File: src/sv/acir_pkg.sv
// Shared types and constants for the air-conditioner IR frame transmitter.
// No dependencies; every other file imports this package.
`default_nettype none

package acir_pkg;

   // Register map of the configuration port
   localparam int unsigned NUM_CSR = 7;
   localparam int unsigned CSR_IDX_BITS = 3;
   localparam int unsigned CSR_DATA_BITS = 12;

   localparam logic [CSR_IDX_BITS-1:0] CSR_START_MARK  = 3'd0;
   localparam logic [CSR_IDX_BITS-1:0] CSR_START_SPACE = 3'd1;
   localparam logic [CSR_IDX_BITS-1:0] CSR_ONE_MARK    = 3'd2;
   localparam logic [CSR_IDX_BITS-1:0] CSR_ONE_SPACE   = 3'd3;
   localparam logic [CSR_IDX_BITS-1:0] CSR_ZERO_MARK   = 3'd4;
   localparam logic [CSR_IDX_BITS-1:0] CSR_ZERO_SPACE  = 3'd5;
   localparam logic [CSR_IDX_BITS-1:0] CSR_STOP_MARK   = 3'd6;

   typedef logic [CSR_DATA_BITS-1:0] acir_csr_array_type [NUM_CSR];

   localparam logic [CSR_DATA_BITS-1:0] CSR_RESET [NUM_CSR] = '{
      12'd3168, 12'd568, 12'd394, 12'd1180, 12'd406, 12'd382, 12'd406
   };

   // Frame layout
   localparam int unsigned FRAME_BYTES = 11;
   localparam int unsigned FRAME_BITS  = FRAME_BYTES * 8;
   localparam logic [6:0]  NBITS       = 7'd88;

   localparam logic [7:0] HDR0 = 8'h52;
   localparam logic [7:0] HDR1 = 8'hAE;
   localparam logic [7:0] HDR2 = 8'hC3;
   localparam logic [7:0] HDR3 = 8'h26;
   localparam logic [7:0] HDR4 = 8'hD9;
   localparam logic [7:0] SWING_ON_A  = 8'h7F;
   localparam logic [7:0] SWING_ON_B  = 8'h80;
   localparam logic [7:0] SWING_OFF_A = 8'hFF;
   localparam logic [7:0] SWING_OFF_B = 8'h00;
   localparam logic [7:0] FAN_LOW_NIB = 8'h0F;
   localparam logic [7:0] VSWING_STEP = 8'h10;
   localparam logic [7:0] FANMODE_A   = 8'h27;
   localparam logic [7:0] FANMODE_B   = 8'hD8;

   // Operating mode codes
   localparam logic [2:0] OM_FAN  = 3'd1;
   localparam logic [2:0] OM_COOL = 3'd2;
   localparam logic [2:0] OM_HEAT = 3'd3;
   localparam logic [2:0] OM_DRY  = 3'd4;
   localparam logic [2:0] OM_OFF  = 3'd5;

   // Fan speed codes
   localparam logic [2:0] FAN_AUTO = 3'd1;
   localparam logic [2:0] FAN_HIGH = 3'd2;
   localparam logic [2:0] FAN_MED  = 3'd3;
   localparam logic [2:0] FAN_LOW  = 3'd4;

   // Item classification
   localparam logic REQ_COMMAND = 1'b0;
   localparam logic REQ_TICK    = 1'b1;

   // Decoded item passed from the front end to the sequencer
   typedef struct packed {
      logic       is_tick;
      logic [7:0] swing_a;
      logic [7:0] swing_b;
      logic [7:0] fan_a;
      logic [7:0] fan_b;
      logic [3:0] temp_hi_a;
      logic [3:0] temp_hi_b;
      logic [2:0] op_mode;
   } acir_item_type;

   // Configuration write
   typedef struct packed {
      logic                     wr;
      logic [CSR_IDX_BITS-1:0]  idx;
      logic [CSR_DATA_BITS-1:0] data;
   } acir_csr_wr_type;

   // Sequencer phases
   typedef enum logic [5:0] {
      PH_IDLE   = 6'b000001,
      PH_SMARK  = 6'b000010,
      PH_SSPACE = 6'b000100,
      PH_BMARK  = 6'b001000,
      PH_BSPACE = 6'b010000,
      PH_STOP   = 6'b100000
   } acir_phase_type;

endpackage

`default_nettype wire

File: src/sv/acir_front.sv
// Front end: classifies an incoming item and precomputes the frame bytes
// that do not depend on sequencer state. Uses acir_pkg.
`default_nettype none

module acir_front
   import acir_pkg::*;
(
   input  wire logic          mode,
   input  wire logic [7:0]    temperature,
   input  wire logic [2:0]    fan_speed,
   input  wire logic          horizontal_swing,
   input  wire logic          vertical_swing,
   input  wire logic [2:0]    operating_mode,
   output acir_item_type      item
);

   logic [7:0] fan_a_raw;
   logic [7:0] fan_b_raw;
   logic [3:0] k;
   logic       temp_ok;

   // Look up the fan byte pair
   always_comb begin
      case (fan_speed)
         FAN_AUTO: begin
            fan_a_raw = 8'hF0;
            fan_b_raw = 8'h00;
         end
         FAN_HIGH: begin
            fan_a_raw = 8'h70;
            fan_b_raw = 8'h80;
         end
         FAN_MED: begin
            fan_a_raw = 8'h90;
            fan_b_raw = 8'h60;
         end
         FAN_LOW: begin
            fan_a_raw = 8'hB0;
            fan_b_raw = 8'h40;
         end
         default: begin
            fan_a_raw = 8'h00;
            fan_b_raw = 8'h00;
         end
      endcase
   end

   // Map the set point to an offset; out of range counts as thirteen
   assign temp_ok = (temperature >= 8'd18) && (temperature <= 8'd30);
   assign k       = temp_ok ? 4'(temperature - 8'd18) : 4'd13;

   // Assemble the decoded item
   always_comb begin
      item.is_tick   = (mode == REQ_TICK);
      item.swing_a   = horizontal_swing ? SWING_ON_A : SWING_OFF_A;
      item.swing_b   = horizontal_swing ? SWING_ON_B : SWING_OFF_B;
      item.fan_a     = vertical_swing ? ((FAN_LOW_NIB | fan_a_raw) - VSWING_STEP)
                                      : (FAN_LOW_NIB | fan_a_raw);
      item.fan_b     = vertical_swing ? (fan_b_raw + VSWING_STEP) : fan_b_raw;
      item.temp_hi_a = 4'(4'd14 - k);
      item.temp_hi_b = 4'(4'd1 + k);
      item.op_mode   = operating_mode;
   end

endmodule

`default_nettype wire

File: src/sv/acir_queue.sv
// Two-entry queue of decoded items between front end and sequencer.
// Uses acir_pkg for the item type.
`default_nettype none

module acir_queue
   import acir_pkg::*;
(
   input  wire logic          clock,
   input  wire logic          reset,
   input  wire logic          in_valid,
   output logic               in_ready,
   input  acir_item_type      in_item,
   output logic               out_valid,
   input  wire logic          out_ready,
   output acir_item_type      out_item
);

   acir_item_type slot_ff [2];
   logic          wr_ptr_ff, wr_ptr_in;
   logic          rd_ptr_ff, rd_ptr_in;
   logic [1:0]    count_ff, count_in;
   logic          push, pop;

   assign in_ready  = (count_ff != 2'd2);
   assign out_valid = (count_ff != 2'd0);
   assign out_item  = slot_ff[rd_ptr_ff];
   assign push      = in_valid && in_ready;
   assign pop       = out_valid && out_ready;

   // Advance pointers and count
   always_comb begin
      wr_ptr_in = push ? ~wr_ptr_ff : wr_ptr_ff;
      rd_ptr_in = pop ? ~rd_ptr_ff : rd_ptr_ff;
      count_in  = count_ff;
      if (push && !pop) begin
         count_in = count_ff + 2'd1;
      end else if (pop && !push) begin
         count_in = count_ff - 2'd1;
      end
   end

   always_ff @(posedge clock) begin
      if (reset) begin
         wr_ptr_ff <= 1'b0;
         rd_ptr_ff <= 1'b0;
         count_ff  <= 2'd0;
      end else begin
         wr_ptr_ff <= wr_ptr_in;
         rd_ptr_ff <= rd_ptr_in;
         count_ff  <= count_in;
      end
   end

   // Store payload
   always_ff @(posedge clock) begin
      if (push) begin
         slot_ff[wr_ptr_ff] <= in_item;
      end
   end

endmodule

`default_nettype wire

File: src/sv/acir_back.sv
// Sequencer: holds configuration, the frame shift register and the envelope
// state machine, and registers one result per item. Uses acir_pkg.
`default_nettype none

module acir_back
   import acir_pkg::*;
#(
   parameter int unsigned DURATION_BITS = 12
)
(
   input  wire logic          clock,
   input  wire logic          reset,
   input  acir_csr_wr_type    csr_wr,
   input  wire logic          q_valid,
   output logic               q_ready,
   input  acir_item_type      q_item,
   output logic               rsp_valid,
   input  wire logic          rsp_stall,
   output logic               rsp_line_level,
   output logic               rsp_busy_res,
   output logic               rsp_accepted,
   output logic               rsp_frame_done
);

   logic [CSR_DATA_BITS-1:0] cfg_ff [NUM_CSR];
   acir_phase_type           phase_ff, phase_in;
   logic [6:0]               bit_index_ff, bit_index_in;
   logic [DURATION_BITS-1:0] time_left_ff, time_left_in;
   logic [DURATION_BITS-1:0] time_dec;
   logic                     line_ff, line_in;
   logic [2:0]               prev_mode_ff, prev_mode_in;
   logic [FRAME_BITS-1:0]    frame_ff, frame_in;
   logic                     frame_load;
   logic                     busy;
   logic                     do_step;
   logic [3:0]               lo_a, lo_b;
   logic [7:0]               byte9, byte10;
   logic                     accepted_in, done_in;

   logic                     rsp_valid_ff;
   logic                     rsp_line_ff, rsp_busy_ff, rsp_acc_ff, rsp_done_ff;

   // Mask a duration to the counter width; zero counts as one tick
   function automatic logic [DURATION_BITS-1:0] load_dur(input logic [CSR_DATA_BITS-1:0] v);
      logic [DURATION_BITS-1:0] d;
      d = DURATION_BITS'(v);
      return (d == '0) ? DURATION_BITS'(1) : d;
   endfunction

   // Take configuration writes
   always_ff @(posedge clock) begin
      if (reset) begin
         for (int i = 0; i < NUM_CSR; i++) begin
            cfg_ff[i] <= CSR_RESET[i];
         end
      end else if (csr_wr.wr && (csr_wr.idx < CSR_IDX_BITS'(NUM_CSR))) begin
         cfg_ff[csr_wr.idx] <= csr_wr.data;
      end
   end

   // Step when the output register is free or draining
   assign q_ready = !rsp_valid_ff || !rsp_stall;
   assign do_step = q_valid && q_ready;
   assign busy    = (phase_ff != PH_IDLE);
   assign time_dec = time_left_ff - DURATION_BITS'(1);

   // Pick mode nibbles of the last two frame bytes
   always_comb begin
      case (q_item.op_mode)
         OM_COOL: begin
            lo_a = 4'h6;
            lo_b = 4'h9;
         end
         OM_HEAT: begin
            lo_a = 4'h3;
            lo_b = 4'hC;
         end
         OM_DRY: begin
            lo_a = 4'h5;
            lo_b = 4'hA;
         end
         OM_OFF: begin
            case (prev_mode_ff)
               OM_FAN: begin
                  lo_a = 4'hF;
                  lo_b = 4'h0;
               end
               OM_COOL: begin
                  lo_a = 4'hE;
                  lo_b = 4'h1;
               end
               OM_HEAT: begin
                  lo_a = 4'hB;
                  lo_b = 4'h4;
               end
               OM_DRY: begin
                  lo_a = 4'hD;
                  lo_b = 4'h2;
               end
               default: begin
                  lo_a = 4'h0;
                  lo_b = 4'h0;
               end
            endcase
         end
         default: begin
            lo_a = 4'h0;
            lo_b = 4'h0;
         end
      endcase
   end

   assign byte9  = (q_item.op_mode == OM_FAN) ? FANMODE_A : {q_item.temp_hi_a, lo_a};
   assign byte10 = (q_item.op_mode == OM_FAN) ? FANMODE_B : {q_item.temp_hi_b, lo_b};

   // Advance the envelope state machine
   always_comb begin
      phase_in     = phase_ff;
      bit_index_in = bit_index_ff;
      time_left_in = time_left_ff;
      line_in      = line_ff;
      prev_mode_in = prev_mode_ff;
      frame_in     = frame_ff;
      frame_load   = 1'b0;
      accepted_in  = 1'b0;
      done_in      = 1'b0;
      if (do_step) begin
         if (!q_item.is_tick) begin
            if (!busy) begin
               frame_load   = 1'b1;
               frame_in     = {byte10, byte9, q_item.fan_b, q_item.fan_a,
                               q_item.swing_b, q_item.swing_a,
                               HDR4, HDR3, HDR2, HDR1, HDR0};
               phase_in     = PH_SMARK;
               bit_index_in = 7'd0;
               time_left_in = load_dur(cfg_ff[CSR_START_MARK]);
               line_in      = 1'b1;
               accepted_in  = 1'b1;
               if ((q_item.op_mode >= OM_FAN) && (q_item.op_mode <= OM_DRY)) begin
                  prev_mode_in = q_item.op_mode;
               end
            end
         end else if (busy) begin
            time_left_in = time_dec;
            if (time_dec == '0) begin
               case (phase_ff)
                  PH_SMARK: begin
                     phase_in     = PH_SSPACE;
                     line_in      = 1'b0;
                     time_left_in = load_dur(cfg_ff[CSR_START_SPACE]);
                  end
                  PH_SSPACE: begin
                     phase_in     = PH_BMARK;
                     line_in      = 1'b1;
                     time_left_in = load_dur(frame_ff[0] ? cfg_ff[CSR_ONE_MARK]
                                                         : cfg_ff[CSR_ZERO_MARK]);
                  end
                  PH_BMARK: begin
                     phase_in     = PH_BSPACE;
                     line_in      = 1'b0;
                     time_left_in = load_dur(frame_ff[0] ? cfg_ff[CSR_ONE_SPACE]
                                                         : cfg_ff[CSR_ZERO_SPACE]);
                  end
                  PH_BSPACE: begin
                     bit_index_in = bit_index_ff + 7'd1;
                     line_in      = 1'b1;
                     frame_load   = 1'b1;
                     frame_in     = frame_ff >> 1;
                     if (bit_index_in >= NBITS) begin
                        phase_in     = PH_STOP;
                        time_left_in = load_dur(cfg_ff[CSR_STOP_MARK]);
                     end else begin
                        phase_in     = PH_BMARK;
                        time_left_in = load_dur(frame_ff[1] ? cfg_ff[CSR_ONE_MARK]
                                                            : cfg_ff[CSR_ZERO_MARK]);
                     end
                  end
                  default: begin
                     phase_in     = PH_IDLE;
                     line_in      = 1'b0;
                     bit_index_in = 7'd0;
                     done_in      = 1'b1;
                  end
               endcase
            end
         end
      end
   end

   always_ff @(posedge clock) begin
      if (reset) begin
         phase_ff     <= PH_IDLE;
         bit_index_ff <= 7'd0;
         time_left_ff <= '0;
         line_ff      <= 1'b0;
         prev_mode_ff <= 3'd0;
      end else begin
         phase_ff     <= phase_in;
         bit_index_ff <= bit_index_in;
         time_left_ff <= time_left_in;
         line_ff      <= line_in;
         prev_mode_ff <= prev_mode_in;
      end
   end

   // Load or shift the frame
   always_ff @(posedge clock) begin
      if (frame_load) begin
         frame_ff <= frame_in;
      end
   end

   // Hold the result until taken
   always_ff @(posedge clock) begin
      if (reset) begin
         rsp_valid_ff <= 1'b0;
      end else if (q_ready) begin
         rsp_valid_ff <= do_step;
      end
   end

   always_ff @(posedge clock) begin
      if (do_step) begin
         rsp_line_ff <= line_in;
         rsp_busy_ff <= (phase_in != PH_IDLE);
         rsp_acc_ff  <= accepted_in;
         rsp_done_ff <= done_in;
      end
   end

   assign rsp_valid      = rsp_valid_ff;
   assign rsp_line_level = rsp_line_ff;
   assign rsp_busy_res   = rsp_busy_ff;
   assign rsp_accepted   = rsp_acc_ff;
   assign rsp_frame_done = rsp_done_ff;

   // A finished frame leaves the line low and the block idle
   a_done_idle: assert property (@(posedge clock) disable iff (reset)
      (rsp_valid_ff && rsp_done_ff) |-> (!rsp_busy_ff && !rsp_line_ff))
      else $error("frame_done with block still busy or line high");

   // A started frame opens with the start mark
   a_accept_mark: assert property (@(posedge clock) disable iff (reset)
      (rsp_valid_ff && rsp_acc_ff) |-> (rsp_busy_ff && rsp_line_ff && !rsp_done_ff))
      else $error("accepted command did not begin with a mark");

   // Bit counter never runs past the frame
   a_bit_range: assert property (@(posedge clock) disable iff (reset)
      (bit_index_ff <= NBITS) && (busy || (bit_index_ff == 7'd0)))
      else $error("bit index out of range");

   // The counter never sits at zero during a phase
   a_time_nonzero: assert property (@(posedge clock) disable iff (reset)
      busy |-> (time_left_ff != '0))
      else $error("duration counter empty while busy");

endmodule

`default_nettype wire

File: src/sv/ac_ir_frame_transmitter.sv
// Top level of the air-conditioner IR frame transmitter: front end, item
// queue and sequencer. Uses acir_pkg, acir_front, acir_queue, acir_back.
//
//   port group   dir   handshake          payload
//   req_*        in    req_valid/stall    mode, temperature, fan_speed, swings, op mode
//   rsp_*        out   rsp_valid/stall    line_level, busy_res, accepted, frame_done
//   csr_*        in    csr_valid/ready    csr_index (3b), csr_data (12b)
//
// One item per clock sustained while rsp_stall is low; the decoder is
// combinational, and the sequencer updates all of its state at once. From
// acceptance an item is registered in a queue slot, then in the result register.
// Synchronous active-high reset restores register defaults and idles the line.
// A stalled result holds the sequencer; the two-entry queue then fills and
// req_stall rises. csr_ready is always high.
`default_nettype none

module ac_ir_frame_transmitter
   import acir_pkg::*;
#(
   parameter int unsigned DURATION_BITS = 12
)
(
   input  wire logic                     clock,
   input  wire logic                     reset,
   input  wire logic                     req_valid,
   output logic                          req_stall,
   input  wire logic                     req_mode,
   input  wire logic [7:0]               req_temperature,
   input  wire logic [2:0]               req_fan_speed,
   input  wire logic                     req_horizontal_swing,
   input  wire logic                     req_vertical_swing,
   input  wire logic [2:0]               req_operating_mode,
   output logic                          rsp_valid,
   input  wire logic                     rsp_stall,
   output logic                          rsp_line_level,
   output logic                          rsp_busy_res,
   output logic                          rsp_accepted,
   output logic                          rsp_frame_done,
   input  wire logic                     csr_valid,
   output logic                          csr_ready,
   input  wire logic [CSR_IDX_BITS-1:0]  csr_index,
   input  wire logic [CSR_DATA_BITS-1:0] csr_data
);

   acir_item_type   dec_item;
   acir_item_type   q_item;
   logic            q_in_ready;
   logic            q_valid;
   logic            q_ready;
   acir_csr_wr_type csr_wr;

   // Accept configuration every cycle
   assign csr_ready   = 1'b1;
   assign csr_wr.wr   = csr_valid && csr_ready;
   assign csr_wr.idx  = csr_index;
   assign csr_wr.data = csr_data;

   assign req_stall = !q_in_ready;

   acir_front u_front (
      .mode             (req_mode),
      .temperature      (req_temperature),
      .fan_speed        (req_fan_speed),
      .horizontal_swing (req_horizontal_swing),
      .vertical_swing   (req_vertical_swing),
      .operating_mode   (req_operating_mode),
      .item             (dec_item)
   );

   acir_queue u_queue (
      .clock     (clock),
      .reset     (reset),
      .in_valid  (req_valid),
      .in_ready  (q_in_ready),
      .in_item   (dec_item),
      .out_valid (q_valid),
      .out_ready (q_ready),
      .out_item  (q_item)
   );

   acir_back #(
      .DURATION_BITS (DURATION_BITS)
   ) u_back (
      .clock          (clock),
      .reset          (reset),
      .csr_wr         (csr_wr),
      .q_valid        (q_valid),
      .q_ready        (q_ready),
      .q_item         (q_item),
      .rsp_valid      (rsp_valid),
      .rsp_stall      (rsp_stall),
      .rsp_line_level (rsp_line_level),
      .rsp_busy_res   (rsp_busy_res),
      .rsp_accepted   (rsp_accepted),
      .rsp_frame_done (rsp_frame_done)
   );

endmodule

`default_nettype wire

File: config.mk
export PLATFORM = sky130hd
export DESIGN_NAME = ac_ir_frame_transmitter
export DESIGN_NICKNAME = d
export VERILOG_FILES = /design/src/sv/acir_pkg.sv /design/src/sv/acir_front.sv /design/src/sv/acir_queue.sv /design/src/sv/acir_back.sv /design/src/sv/ac_ir_frame_transmitter.sv
export SDC_FILE = /design/constraint.sdc
export NUM_CORES = 1
export LEC_CHECK = 0
export BUFFER_PORTS_ARGS = -buffer_cell sky130_fd_sc_hd__buf_2
export CORE_UTILIZATION = 60
export DETAILED_ROUTE_END_ITERATION = 8
export GPL_ROUTABILITY_DRIVEN = 0
export GPL_TIMING_DRIVEN = 0
export PLACE_DENSITY = 0.88
export SYNTH_ARGS = -nofsm -noshare
export SYNTH_HDL_FRONTEND = slang
export SYNTH_SLANG_ARGS = --single-unit
File: constraint.sdc
create_clock -name clock -period 14.4 [get_ports clock]
set_clock_uncertainty 0.15 [all_clocks]
set_input_delay 1.44 -clock clock [delete_from_list [all_inputs] [get_ports clock]]
set_output_delay 1.44 -clock clock [all_outputs]
set_load 0.01 [all_outputs]
# After elaboration in Yosys (flattened, before gate mapping)
# Memories as Yosys holds them, arrays and structs flattened. A register that Yosys moved wholly into a read port is not among the register bits.
# Cells that the tools add are included.
# word_totals
out_inout_bits	7
regBits	126
ram_bits	172
memories	2
wordCells	163
latchBits	0
mem_bits_ro	0
inputBits	37
# op_classes
order_cmp	6
n_mul	0
add_sub_neg	9
bitwise	4
div_mod_pow	0
shift	0
muxes	72
n_reduce_logical	31
n_eq_ne	25
# mem_list
memory	words	word_bits	read_ports	rd_ports_with_merged_regs	write_ports	line_no	text
u_queue.slot_ff	2	44	1	1	1	acir_queue.sv:18	acir_item_type slot_ff [2];
u_back.cfg_ff	7	12	7	0	7	acir_back.sv:25	logic [CSR_DATA_BITS-1:0] cfg_ff [NUM_CSR];
# ops
op	count
88-bit 2-to-1 mux	5
12-bit 2-to-1 mux	15
12-bit logical NOT	7
8-bit 2-to-1 mux	6
12-bit one-hot mux with 4 select lines	1
4-bit one-hot mux with 4 select lines	3
6-bit 2-to-1 mux	6
8-bit one-hot mux with 4 select lines	1
7-bit 2-to-1 mux	4
6-bit one-hot mux with 4 select lines	1
8-bit one-hot mux with 3 select lines	1
1-bit 2-to-1 mux	23
3-bit by 2-bit equality test with 1-bit output, second input constant	6
7-bit one-hot mux with 2 select lines	1
3-bit equality test, second input constant	4
6-bit by 1-bit inequality test with 1-bit output, second input constant	2
12-bit OR reduction	1
12-bit by 1-bit subtractor with 12-bit output, second input constant	1
2-bit inequality test, second input constant	5
3-bit by 1-bit equality test with 1-bit output, second input constant	3
3-bit one-hot mux with 3 select lines	1
8-bit by 5-bit adder with 8-bit output, second input constant	1
8-bit by 5-bit greater-or-equal comparator with 1-bit output, second input constant	1
8-bit by 5-bit less-or-equal comparator with 1-bit output, second input constant	1
31 further kinds	47

# Logic depth before layout (Yosys ltp)
# Gate-level depths: netlist (run 1).
# logic_depth
depth_word	9
mapped_depth	12

# Hierarchy
# A second synthesis (run 1) with hierarchy kept.
# unflattened
cells_unflattened	1100
hier_area_um2	13764.5
# modules_own_cells
mod	n_inst	area_each_um2	seq_area_each_um2	cells_each
acir_back	1	9829.4	5765.5	863
acir_queue	1	3385.7	2742.6	161
acir_front	1	534.3	0.0	73
ac_ir_frame_transmitter	1	15.0	0.0	3

# Worst setup path before layout (run 1)
# No wires, ideal clock.
# synth_path
kind	input to register
startpoint	input port rsp_stall
endpoint	register u_back.frame_ff[0] (enable)
arrival_ns	6.480
path_buffers	2
path_slack_ns	7.207
cell_stages	5
setup_ns	0.563
path_cell_list	o2bb2ai_1 -> or2_2 -> clkbuf_1 -> clkbuf_1 -> a21oi_1
# synth_between
elab_chain_len	5
# synth_rtl
element	line_no	text
from (decl)	ac_ir_frame_transmitter.sv:34	input wire logic rsp_stall,
1-bit logical NOT (*)	acir_back.sv:62	assign q_ready = !rsp_valid_ff || !rsp_stall;
1-bit logical OR (*)	acir_back.sv:62	
1-bit logical AND (*)	acir_back.sv:63	assign do_step = q_valid && q_ready;
1-bit 2-to-1 mux	acir_back.sv:127	if (do_step) begin
6-bit AND reduction (no line) (*)	-	
to (signal assigned)	acir_back.sv:209	frame_ff <= frame_in;
to (decl)	acir_back.sv:32	logic [FRAME_BITS-1:0] frame_ff, frame_in;
# Every way passes the cells marked *; elsewhere a longest branch is shown, timed or not.
# A chain may end at the register's enable or synchronous reset.

==> out/qor.csv, run 1 <==
metric,value,unit
hold path start,u_back.rsp_valid$_SDFFE_PP0N_,
Post-Syn Area,11700,um^2
I/O Pins,44,
CTS Sinks,255,
Synth top area share,53.2,%
Critical Path Most Common Cell,clkbuf_1,
WL per Instance,20.6,um
Post-CTS Resized,0,
run status,"finished, final reports clean",
total die area,20100,um^2
crit path buf inv count,7,
vias per cell,6.37,
max cap viols,0,
"count leader, synth",edfxtp_1,
crit path time final,4.21,ns
distinct cell type count of the synthesized netlist,72,
Layout area overhead,12.7,%
layout cells sized above 1,10.9,%
initial antenna violation count,0,
Worst-Skew Late Latency,0.54,ns
# nets final,1151,
worst path required time,14.48,ns
Die Y,142,um
crit path cell chain,clkbuf_1 > mux2i_1 > buf_6 > clkbuf_1 > ha_1 > or2_2 > clkbuf_1 > clkbuf_1 > a21oi_4 > buf_12 > buf_12,
Total Power,0.00241,W
port bufs,39,
Final Max Tran Viols,0,
total track usage,29.1,%
Clock Path Buffers,3,
TNS Setup,0,ns
worst setup path category,flop to flop,
hold_buf cts,0,
worst slew pin tran,1.08,ns
grt total ovfl,0,
vias in the first global route,8539,
register-to-register setup slack,10.19,ns
Synthesis Warnings,0,
Startpoint Class,flop,
Arrival @ worst endpoint,4.29,ns
final worst setup slack,10.19,ns
Starting Density,61.9,%
Yosys top cell by area,edfxtp_1,
Core ar.,19000,um^2
Tightest Hold Check Type,flop to flop,
Final Cycle Share,29.2,%
CTS tree,built,
via count,8802,
CP top delay family,buffers and inverters,
final WL,28400,um
"antenna viol nets, final",0,
CP peak stage delay,0.47,ns
Post-Synthesis Cells,1032,
DRT Pass-1 Iters,8,
number of CTS-inserted buffers,26,
"EDFF count, synth",208,
DP Worst Slack,10.26,ns
post-DP HPWL,19700,um
row count,50,
final-report setup violation count,0,
Most used DFF post-synth,edfxtp_1,
Final Hold Fails,0,
fraction of registers with async set/reset,0,%
first-pass GRT wire length,44900,um
"Net Count, Synth",1080,
reg2reg end,u_back.frame_ff[75]$_DFFE_PP_,
fmax,238,MHz
top post-synthesis cells by count,"208 x edfxtp_1, 112 x nand2_1, 95 x nor2_1",
largest net degree at the start of global routing,32,
max_slew headroom,28.0,%
LEAKAGE,4.65,nW
drt drc,0,
Syn Area/Cell,11.4,um^2
pwr dens,183,nW/um^2
VDD IR-drop max,0.000134,V
Hold EP,u_back.rsp_valid$_SDFFE_PP0N_,
Worst R2R Path Depth,11,
H-tree Lvls,1,
sequential area share after synthesis,61.3,%
DRT iter0 DRCs,1161,
#FFs+latches synth,255,
RSZ-0062 raised after global routing,no,
Die W,142,um
Worst-path clk slew,0.06,ns
Fin Hold WS,0.319,ns
Hold Path Depth,2,
Critical Path Sink Type,flop,
Setup Buffers After CTS,0,
critical path's slowest cell,mux2i_1,
crit path max fanout,31,
Area contributors post-synth,"edfxtp_1 53%, dfxtp_1 8.0%, mux2i_1 4.4%, nand2_1 3.6%, nor2_1 3.0%",
root buffer cell,clkbuf_16,
# diodes,0,
[where the power goes]
| group | internal (W) | leakage (nW) | switching [W] |
|---|---|---|---|
| Sequential | 0.000963 | 2.32 | 0.0000704 |
| Clock | 0.000400 | 0.425 | 0.000278 |
| Combinational | 0.000248 | 1.91 | 0.000455 |
| Total | 0.00161 | 4.65 | 0.000804 |
[worst reg2reg max path, delay by kind of cell, from the launching register on]
family / cells / cell delay, ns
buffers and inverters: 7 / 2.03
adders and majority gates: 1 / 0.37
and+or+nand+nor: 1 / 0.31
muxes: 1 / 0.47
AOI/OAI and AO/OA: 1 / 0.26
DFF: 1 / 0.32
[worst max path at each step]
stage | from | endpoint | cells after the start
after floorplan | rsp_stall | u_back.frame_ff[0]$_SDFFCE_PN0P_ | 5
after global placement | flop | u_back.frame_ff[70]$_DFFE_PP_ | 9
after detailed placement | flop | u_back.frame_ff[61]$_DFFE_PP_ | 11
after CTS | flop | u_back.bit_index_ff[2]$_SDFFE_PP0P_ | 12
after global routing | flop | u_back.bit_index_ff[2]$_SDFFE_PP0P_ | 12
final | flop | u_back.frame_ff[75]$_DFFE_PP_ | 11
[layer usage]
layer | track usage, % | wire length [um]
met5 | 0 | 0
met1 | 38.8 | 11100
met2 | 45.5 | 13000
met3 | 6.14 | 3040
met4 | 14.4 | 1320
[state kept, by name (all words and copies together) (netlist names), named ones only]
register,flops
u_back.line_ff,1
u_back.time_left_ff,12
u_back.cfg_ff,84
u_back.rsp_valid,1
u_queue.count_ff,2
u_back.rsp_busy_res,1
u_back.rsp_line_level,1
u_back.phase_ff,6
u_queue.rd_ptr_ff,1
u_queue.wr_ptr_ff,1
u_back.rsp_accepted,1
u_back.rsp_frame_done,1
u_queue.slot_ff,44
u_back.prev_mode_ff,3
u_back.frame_ff,88
u_back.bit_index_ff,7
[layout by cell type (no fill, tap or decap), types with 8 or more instances in the layout]
cell type,count
and2_1,40
clkbuf_16,26
o21ai_0,47
ha_1,11
inv_1,36
o22ai_1,13
nand2b_1,41
xor2_1,11
nor3_1,32
o211ai_1,8
a211oi_1,10
xnor2_1,8
edfxtp_1,208
nor4_1,18
buf_2,43
nor2_1,94
nand2_1,112
nand3_1,19
dfxtp_1,47
mux2_2,10
a21oi_1,47
mux2i_1,52
clkbuf_1,45
[kinds of logic after synthesis]
family                   share of synthesized area (%)
XOR/XNOR                                          1.42
flip-flops                                        61.3
other                                           0.0320
multiplexers                                      5.49
adder cells (fa/ha/maj)                           1.17
AO/OA/AOI/OAI                                     9.54
buffers and inverters                             3.18
AND/OR/NAND/NOR                                   17.9
[cell type report]
class	instances	area, um^2
inverters	37	139
clock inverters	9	109
repair buffers	43	283
plain buffers	54	234
flip-flops and latches	255	7190
well taps	260	325
multi-input cells	686	4190
fillers	1261	5740
clock buffers	38	756
[stage by stage]
step,utilization (%),cells,area (um^2)
after floorplan,-,1032,11700
after global placement,64.6,1331,12300
after detailed placement,65.2,1335,12400
after CTS,69.7,1382,13200
after global routing,69.7,1382,13200
final,69.7,1382,13200
No activity file was read; power rests on OpenSTA's default activity.
==> inputs of run 2 (changes only) <==
--- a/config.mk
+++ b/config.mk
@@ -5,12 +5,13 @@
 export SDC_FILE = /design/constraint.sdc
 export NUM_CORES = 1
 export LEC_CHECK = 0
+export ABC_AREA = 1
 export BUFFER_PORTS_ARGS = -buffer_cell sky130_fd_sc_hd__buf_2
-export CORE_UTILIZATION = 60
+export CORE_UTILIZATION = 56
 export DETAILED_ROUTE_END_ITERATION = 8
 export GPL_ROUTABILITY_DRIVEN = 0
 export GPL_TIMING_DRIVEN = 0
-export PLACE_DENSITY = 0.88
+export PLACE_DENSITY = 0.86
 export SYNTH_ARGS = -nofsm -noshare
 export SYNTH_HDL_FRONTEND = slang
 export SYNTH_SLANG_ARGS = --single-unit
==> constraint.sdc (replaced) <==
create_clock -name clock -period 3.7 [get_ports clock]
set_clock_uncertainty 0.15 [all_clocks]
set_input_delay 0.37 -clock clock [delete_from_list [all_inputs] [get_ports clock]]
set_output_delay 0.37 -clock clock [all_outputs]
set_load 0.01 [all_outputs]
==> run 2 against run 1 <==
  * First-iteration DRC count shrank 5.8%
  * Count of clock-buffer cells in the layout shrank 3
  * Clock power increased to 3.9 times the previous value
  * Non-clock buffer count up 9
  * Worst hold slack worse by 0.31 ns
  * Register-to-register slack got worse by 9.9 ns
==> out/qor.csv, run 2 <==
metric,value,unit
fraction of registers with async set/reset,0,%
Largest Register,u_back.frame_ff,
DRT Pass-1 Iters,6,
WL per Instance,17.4,um
fmax,298,MHz
worst path required time,3.72,ns
total track usage,26.9,%
Clock Path Buffers,3,
# nets final,1425,
"leading cell type in the layout, fill and taps excluded",nand2_1,
post-DP HPWL,19900,um
drt drc,0,
"commonest non-fill, non-tap cells in the layout","250 x nand2_1, 208 x edfxtp_1, 181 x nor2_1",
Worst-Skew Late Latency,0.54,ns
"Net Count, Synth",1331,
worst slew pin tran,0.861,ns
DP Worst Slack,0.0701,ns
first-pass GRT wire length,46200,um
Fin Hold WS,0.00546,ns
final worst setup slack,0.343,ns
vias per cell,5.76,
run status,"finished, final reports clean",
Final Cycle Share,90.7,%
port bufs,42,
Total Power,0.0103,W
Largest regs,"u_back.frame_ff (88), u_back.cfg_ff (84), u_queue.slot_ff (44)",
Die W,148,um
Die Y,148,um
max reg flops,88,
Post-Layout Cell Count,1673,
VDD IR-drop max,0.000577,V
CTS tree,built,
Yosys top cell by area,edfxtp_1,
Post-CTS Resized,0,
total die area,22000,um^2
Startpoint Class,flop,
initial antenna violation count,0,
Fill cells,1473,
Final Hold Fails,0,
vias in the first global route,9145,
Core ar.,21000,um^2
"antenna viol nets, final",0,
Final Max Tran Viols,0,
Area contributors post-synth,"edfxtp_1 52%, nand2_1 7.8%, dfxtp_1 7.8%, nor2_1 5.7%, inv_1 5.0%",
RSZ-0062 raised after global routing,no,
Post-Syn Area,12000,um^2
crit path max fanout,13,
# diodes,0,
CTS Sinks,255,
top post-synthesis cells by count,"251 x nand2_1, 208 x edfxtp_1, 184 x nor2_1",
grt total ovfl,0,
Tightest Hold Check Type,primary input to flop,
Starting Density,57.2,%
max cap viols,0,
"Design Area, Final",13800,um^2
"count leader, synth",nand2_1,
Layout area overhead,14.8,%
layout cells sized above 1,12.9,%
LEAKAGE,5.51,nW
Synthesis Warnings,0,
distinct cell type count of the synthesized netlist,49,
Synth top area share,52.0,%
Syn Area/Cell,9.37,um^2
crit path time final,3.36,ns
H-tree Lvls,1,
#FFs+latches synth,255,
root buffer cell,clkbuf_16,
max_slew headroom,42.6,%
Most used DFF post-synth,edfxtp_1,
pwr dens,747,nW/um^2
I/O Pins,44,
via count,9631,
Worst-path clk slew,0.06,ns
largest net degree at the start of global routing,27,
sequential area share after synthesis,59.8,%
Arrival @ worst endpoint,3.38,ns
row count,53,
final-report setup violation count,0,
Post-Synthesis Cells,1283,
final WL,29100,um
DRT iter0 DRCs,1094,
number of CTS-inserted buffers,27,
worst setup path category,flop to flop,
Post-DP Area,12700,um^2
Critical Path Sink Type,flop,
DP Cell Count,1605,
"EDFF count, synth",208,
run 2: cells by family after synthesis:
logic type / share of synthesized area [%]
AND/OR/NAND/NOR: 21.4
XOR/XNOR: 0.666
adder cells (fa/ha/maj): 1.15
other: 0.0312
flip-flops: 59.8
AO/OA/AOI/OAI: 9.87
buffers and inverters: 6.66
multiplexers: 0.417
run 2: path summary, 6_finish.rpt:
| path | slack, ns | end | from | cells after the start |
|---|---|---|---|---|
| setup / recovery | 0.34 | u_back.frame_ff[71]$_DFFE_PP_ | u_back.time_left_ff[0]$_SDFFE_PP0P_ | 11 |
| hold / removal | 0.005 | u_back.cfg_ff[4][8]$_SDFFCE_PN1P_ | csr_data[8] | 3 |
| setup reg to reg | 0.34 | u_back.frame_ff[71]$_DFFE_PP_ | u_back.time_left_ff[0]$_SDFFE_PP0P_ | 11 |
| hold reg to reg | 0.33 | u_queue.rd_ptr_ff$_SDFFE_PP0P_ | u_queue.rd_ptr_ff$_SDFFE_PP0P_ | 1 |
run 2: per-stage QoR:
stage,util (%),TNS [ns]
2_1_floorplan,-,0
3_3_place_gp,60.0,-69.73
3_5_place_dp,60.6,0
4_1_cts,65.5,0
5_1_grt,65.6,0
6_report,65.6,0
run 2: timing repair:
action,in CTS,in global routing
hold endpoints to repair,25,0
buffers inserted,0,1
endpoints found under the setup margin,0,63
hold buffers,16,0
run 2: report_power, final:
group	total (W)	leakage, nW	internal [W]	switching [W]
clock	0.00266	0.430	0.00154	0.00112
sequential	0.00406	2.32	0.00379	0.000276
combinational	0.00358	2.76	0.00117	0.00241
run 2: area by class of cell:
cell class / count / area, um^2 / area share, %
clock buffer: 35 / 726 / 5.26
tap: 275 / 344 / 2.49
multi-input combinational: 820 / 4070 / 29.5
buffer: 42 / 198 / 1.43
clock inverter: 15 / 148 / 1.07
inverter: 167 / 627 / 4.55
timing repair buffer: 64 / 495 / 3.59
sequential: 255 / 7190 / 52.1
run 2: worst max-delay path, cell delays in order, from the launching register on:
cell and delay [ns]:
dfxtp_1 0.46, inv_2 0.11, ha_1 0.31, xnor2_2 0.26, nand3_1 0.11, nor2_1 0.15, nand2_1 0.11, nor2_1 0.12
nand2_1 0.07, nor2_1 0.13, nand4_1 0.29, a21oi_2 0.72
run 2: per-layer routing:
layer,vias up,share of wire [%],global-route usage [%]
met3,111,10,4.51
met5,-,0,0
met4,0,4.0,11.9
met1,4413,38,35.5
li1,4478,-,-
met2,629,48,43.6
==> inputs of run 3 (changes only) <==
--- a/config.mk
+++ b/config.mk
@@ -5,7 +5,6 @@
 export SDC_FILE = /design/constraint.sdc
 export NUM_CORES = 1
 export LEC_CHECK = 0
-export ABC_AREA = 1
 export BUFFER_PORTS_ARGS = -buffer_cell sky130_fd_sc_hd__buf_2
 export CORE_UTILIZATION = 56
 export DETAILED_ROUTE_END_ITERATION = 8
@@ -15,3 +14,4 @@
 export SYNTH_ARGS = -nofsm -noshare
 export SYNTH_HDL_FRONTEND = slang
 export SYNTH_SLANG_ARGS = --single-unit
+export TNS_END_PERCENT = 5
==> run 3 against run 2 <==
  * First-iteration DRC count shrank 5.0%
  * Highest routed layer unchanged
  * Clock power decreased by 7.5%
  * Fmax down 7.1%
  * Sequential power about the same
  * Sequential share of layout area up 1.4 points
  * Sequential cell count stayed put
  * Critical path depth stayed put
  * Routed wire length shrank 0.14%
==> out/qor.csv, run 3 (same netlist as run 1, synthesis figures left out) <==
metric,value,unit
run status,"finished, final reports clean",
final-report setup violation count,0,
worst setup path category,flop to flop,
Largest regs,"u_back.frame_ff (88), u_back.cfg_ff (84), u_queue.slot_ff (44)",
reg2reg end,u_back.frame_ff[86]$_DFFE_PP_,
area taken by multi-input logic gates,4210,um^2
Worst-path clk slew,0.06,ns
layout cells sized above 1,11.4,%
Largest Register,u_back.frame_ff,
largest net degree at the start of global routing,31,
Startpoint Class,flop,
worst slew pin tran,1.05,ns
H-tree Lvls,1,
Worst-Skew Late Latency,0.54,ns
"leading cell type in the layout, fill and taps excluded",edfxtp_1,
Layout area overhead,14.5,%
fmax,277,MHz
via count,8862,
Hold EP,u_queue.slot_ff[0][18]$_DFFE_PP_,
register-to-register setup slack,0.09,ns
Post-Layout Cell Count,1416,
LEAKAGE,4.73,nW
number of CTS-inserted buffers,26,
Core ar.,20400,um^2
Worst R2R Path Depth,11,
Die W,147,um
Fill cells,1390,
vias per cell,6.26,
# nets final,1173,
Hold Path Depth,2,
Final Max Tran Viols,0,
DRT iter0 DRCs,1039,
Clock Path Buffers,3,
Total Power,0.00931,W
pwr dens,694,nW/um^2
crit path max fanout,23,
Arrival @ worst endpoint,3.71,ns
total die area,21500,um^2
Final Cycle Share,97.7,%
total track usage,27.3,%
drt drc,0,
Die Y,147,um
CTS tree,built,
CTS Sinks,255,
Tightest Hold Check Type,primary input to flop,
"commonest non-fill, non-tap cells in the layout","208 x edfxtp_1, 112 x nand2_1, 94 x nor2_1",
root buffer cell,clkbuf_16,
VDD IR-drop max,0.000566,V
max cap viols,0,
Final Hold Fails,0,
initial antenna violation count,1,
max reg flops,88,
hold path start,req_fan_speed[0],
Critical Path Sink Type,flop,
I/O Pins,44,
DRT Pass-1 Iters,6,
DP Cell Count,1345,
WL per Instance,20.5,um
register area,7190,um^2
final WL,29100,um
"antenna viol nets, final",0,
grt total ovfl,0,
post-DP HPWL,19300,um
Starting Density,57.6,%
max_slew headroom,29.8,%
vias in the first global route,8594,
row count,52,
worst path required time,3.80,ns
first-pass GRT wire length,45900,um
port bufs,39,
crit path time final,3.61,ns
run 3: worst max-delay path by stage:
stage | to | from | slack, ns
after floorplan | u_back.frame_ff[0]$_SDFFCE_PN0P_ | u_back.time_left_ff[1]$_SDFFE_PP0P_ | -0.35
after global placement | u_back.frame_ff[86]$_DFFE_PP_ | flop | -1.43
after detailed placement | u_back.bit_index_ff[2]$_SDFFE_PP0P_ | flop | -0.30
after CTS | u_back.frame_ff[86]$_DFFE_PP_ | flop | 0.08
after global routing | u_back.frame_ff[72]$_DFFE_PP_ | flop | -0.01
final | u_back.frame_ff[86]$_DFFE_PP_ | flop | 0.09
run 3: layer usage:
metal  share of wire [%]  vias up  global-route usage, %
li1                    -     3964                      -
met1                  39     4191                   37.1
met2                  46      568                   42.2
met3                  10      139                   5.09
met4                 5.0        0                   14.2
met5                   0        -                      0
run 3: worst max-delay path, stage by stage, from the launching register on:
cell and delay (ns):
dfxtp_1 0.30, clkbuf_2 0.20, mux2i_1 0.37, buf_6 0.22
clkbuf_2 0.31, ha_1 0.32, or2_2 0.30, clkbuf_1 0.21
clkbuf_2 0.28, a21oi_4 0.25, buf_16 0.21, buf_16 0.18
run 3: area by class of cell:
type	instances	share of cell area [%]
repair buffers	66	3.86
clock inverters	6	0.335
well taps	270	2.52
clock buffers	42	5.52
multi-input cells	686	31.3
flip-flops and latches	255	53.6
diodes	1	0.0186
inverters	37	1.05
plain buffers	53	1.81
run 3: stage by stage:
step           TNS, ns  setup slack, ns  hold WS, ns  area, um^2  utilization (%)
2_1_floorplan   -30.96           -0.352        0.282       11800                -
3_3_place_gp   -126.18            -1.43        0.295       12300             60.5
3_5_place_dp    -14.87           -0.303        0.306       12400             61.0
4_1_cts              0           0.0770       0.0267       13400             65.9
5_1_grt         -0.210          -0.0117       0.0434       13400             65.9
6_report             0           0.0862       0.0421       13400             65.9
run 3: power by group:
group / total, W / internal, W / leakage, nW / switching, W
Clock: 0.00246 / 0.00137 / 0.374 / 0.00109
Sequential: 0.00403 / 0.00375 / 2.32 / 0.000278
Combinational: 0.00283 / 0.00104 / 2.04 / 0.00179
run 3: repair_timing:
| action | CTS | global route |
|---|---|---|
| gates resized for setup | 2 | 2 |
| setup buffers | 4 | 0 |
| hold buffers | 19 | 0 |
| endpoints found under the setup margin | 81 | 68 |
| endpoints found under the hold margin | 31 | 0 |
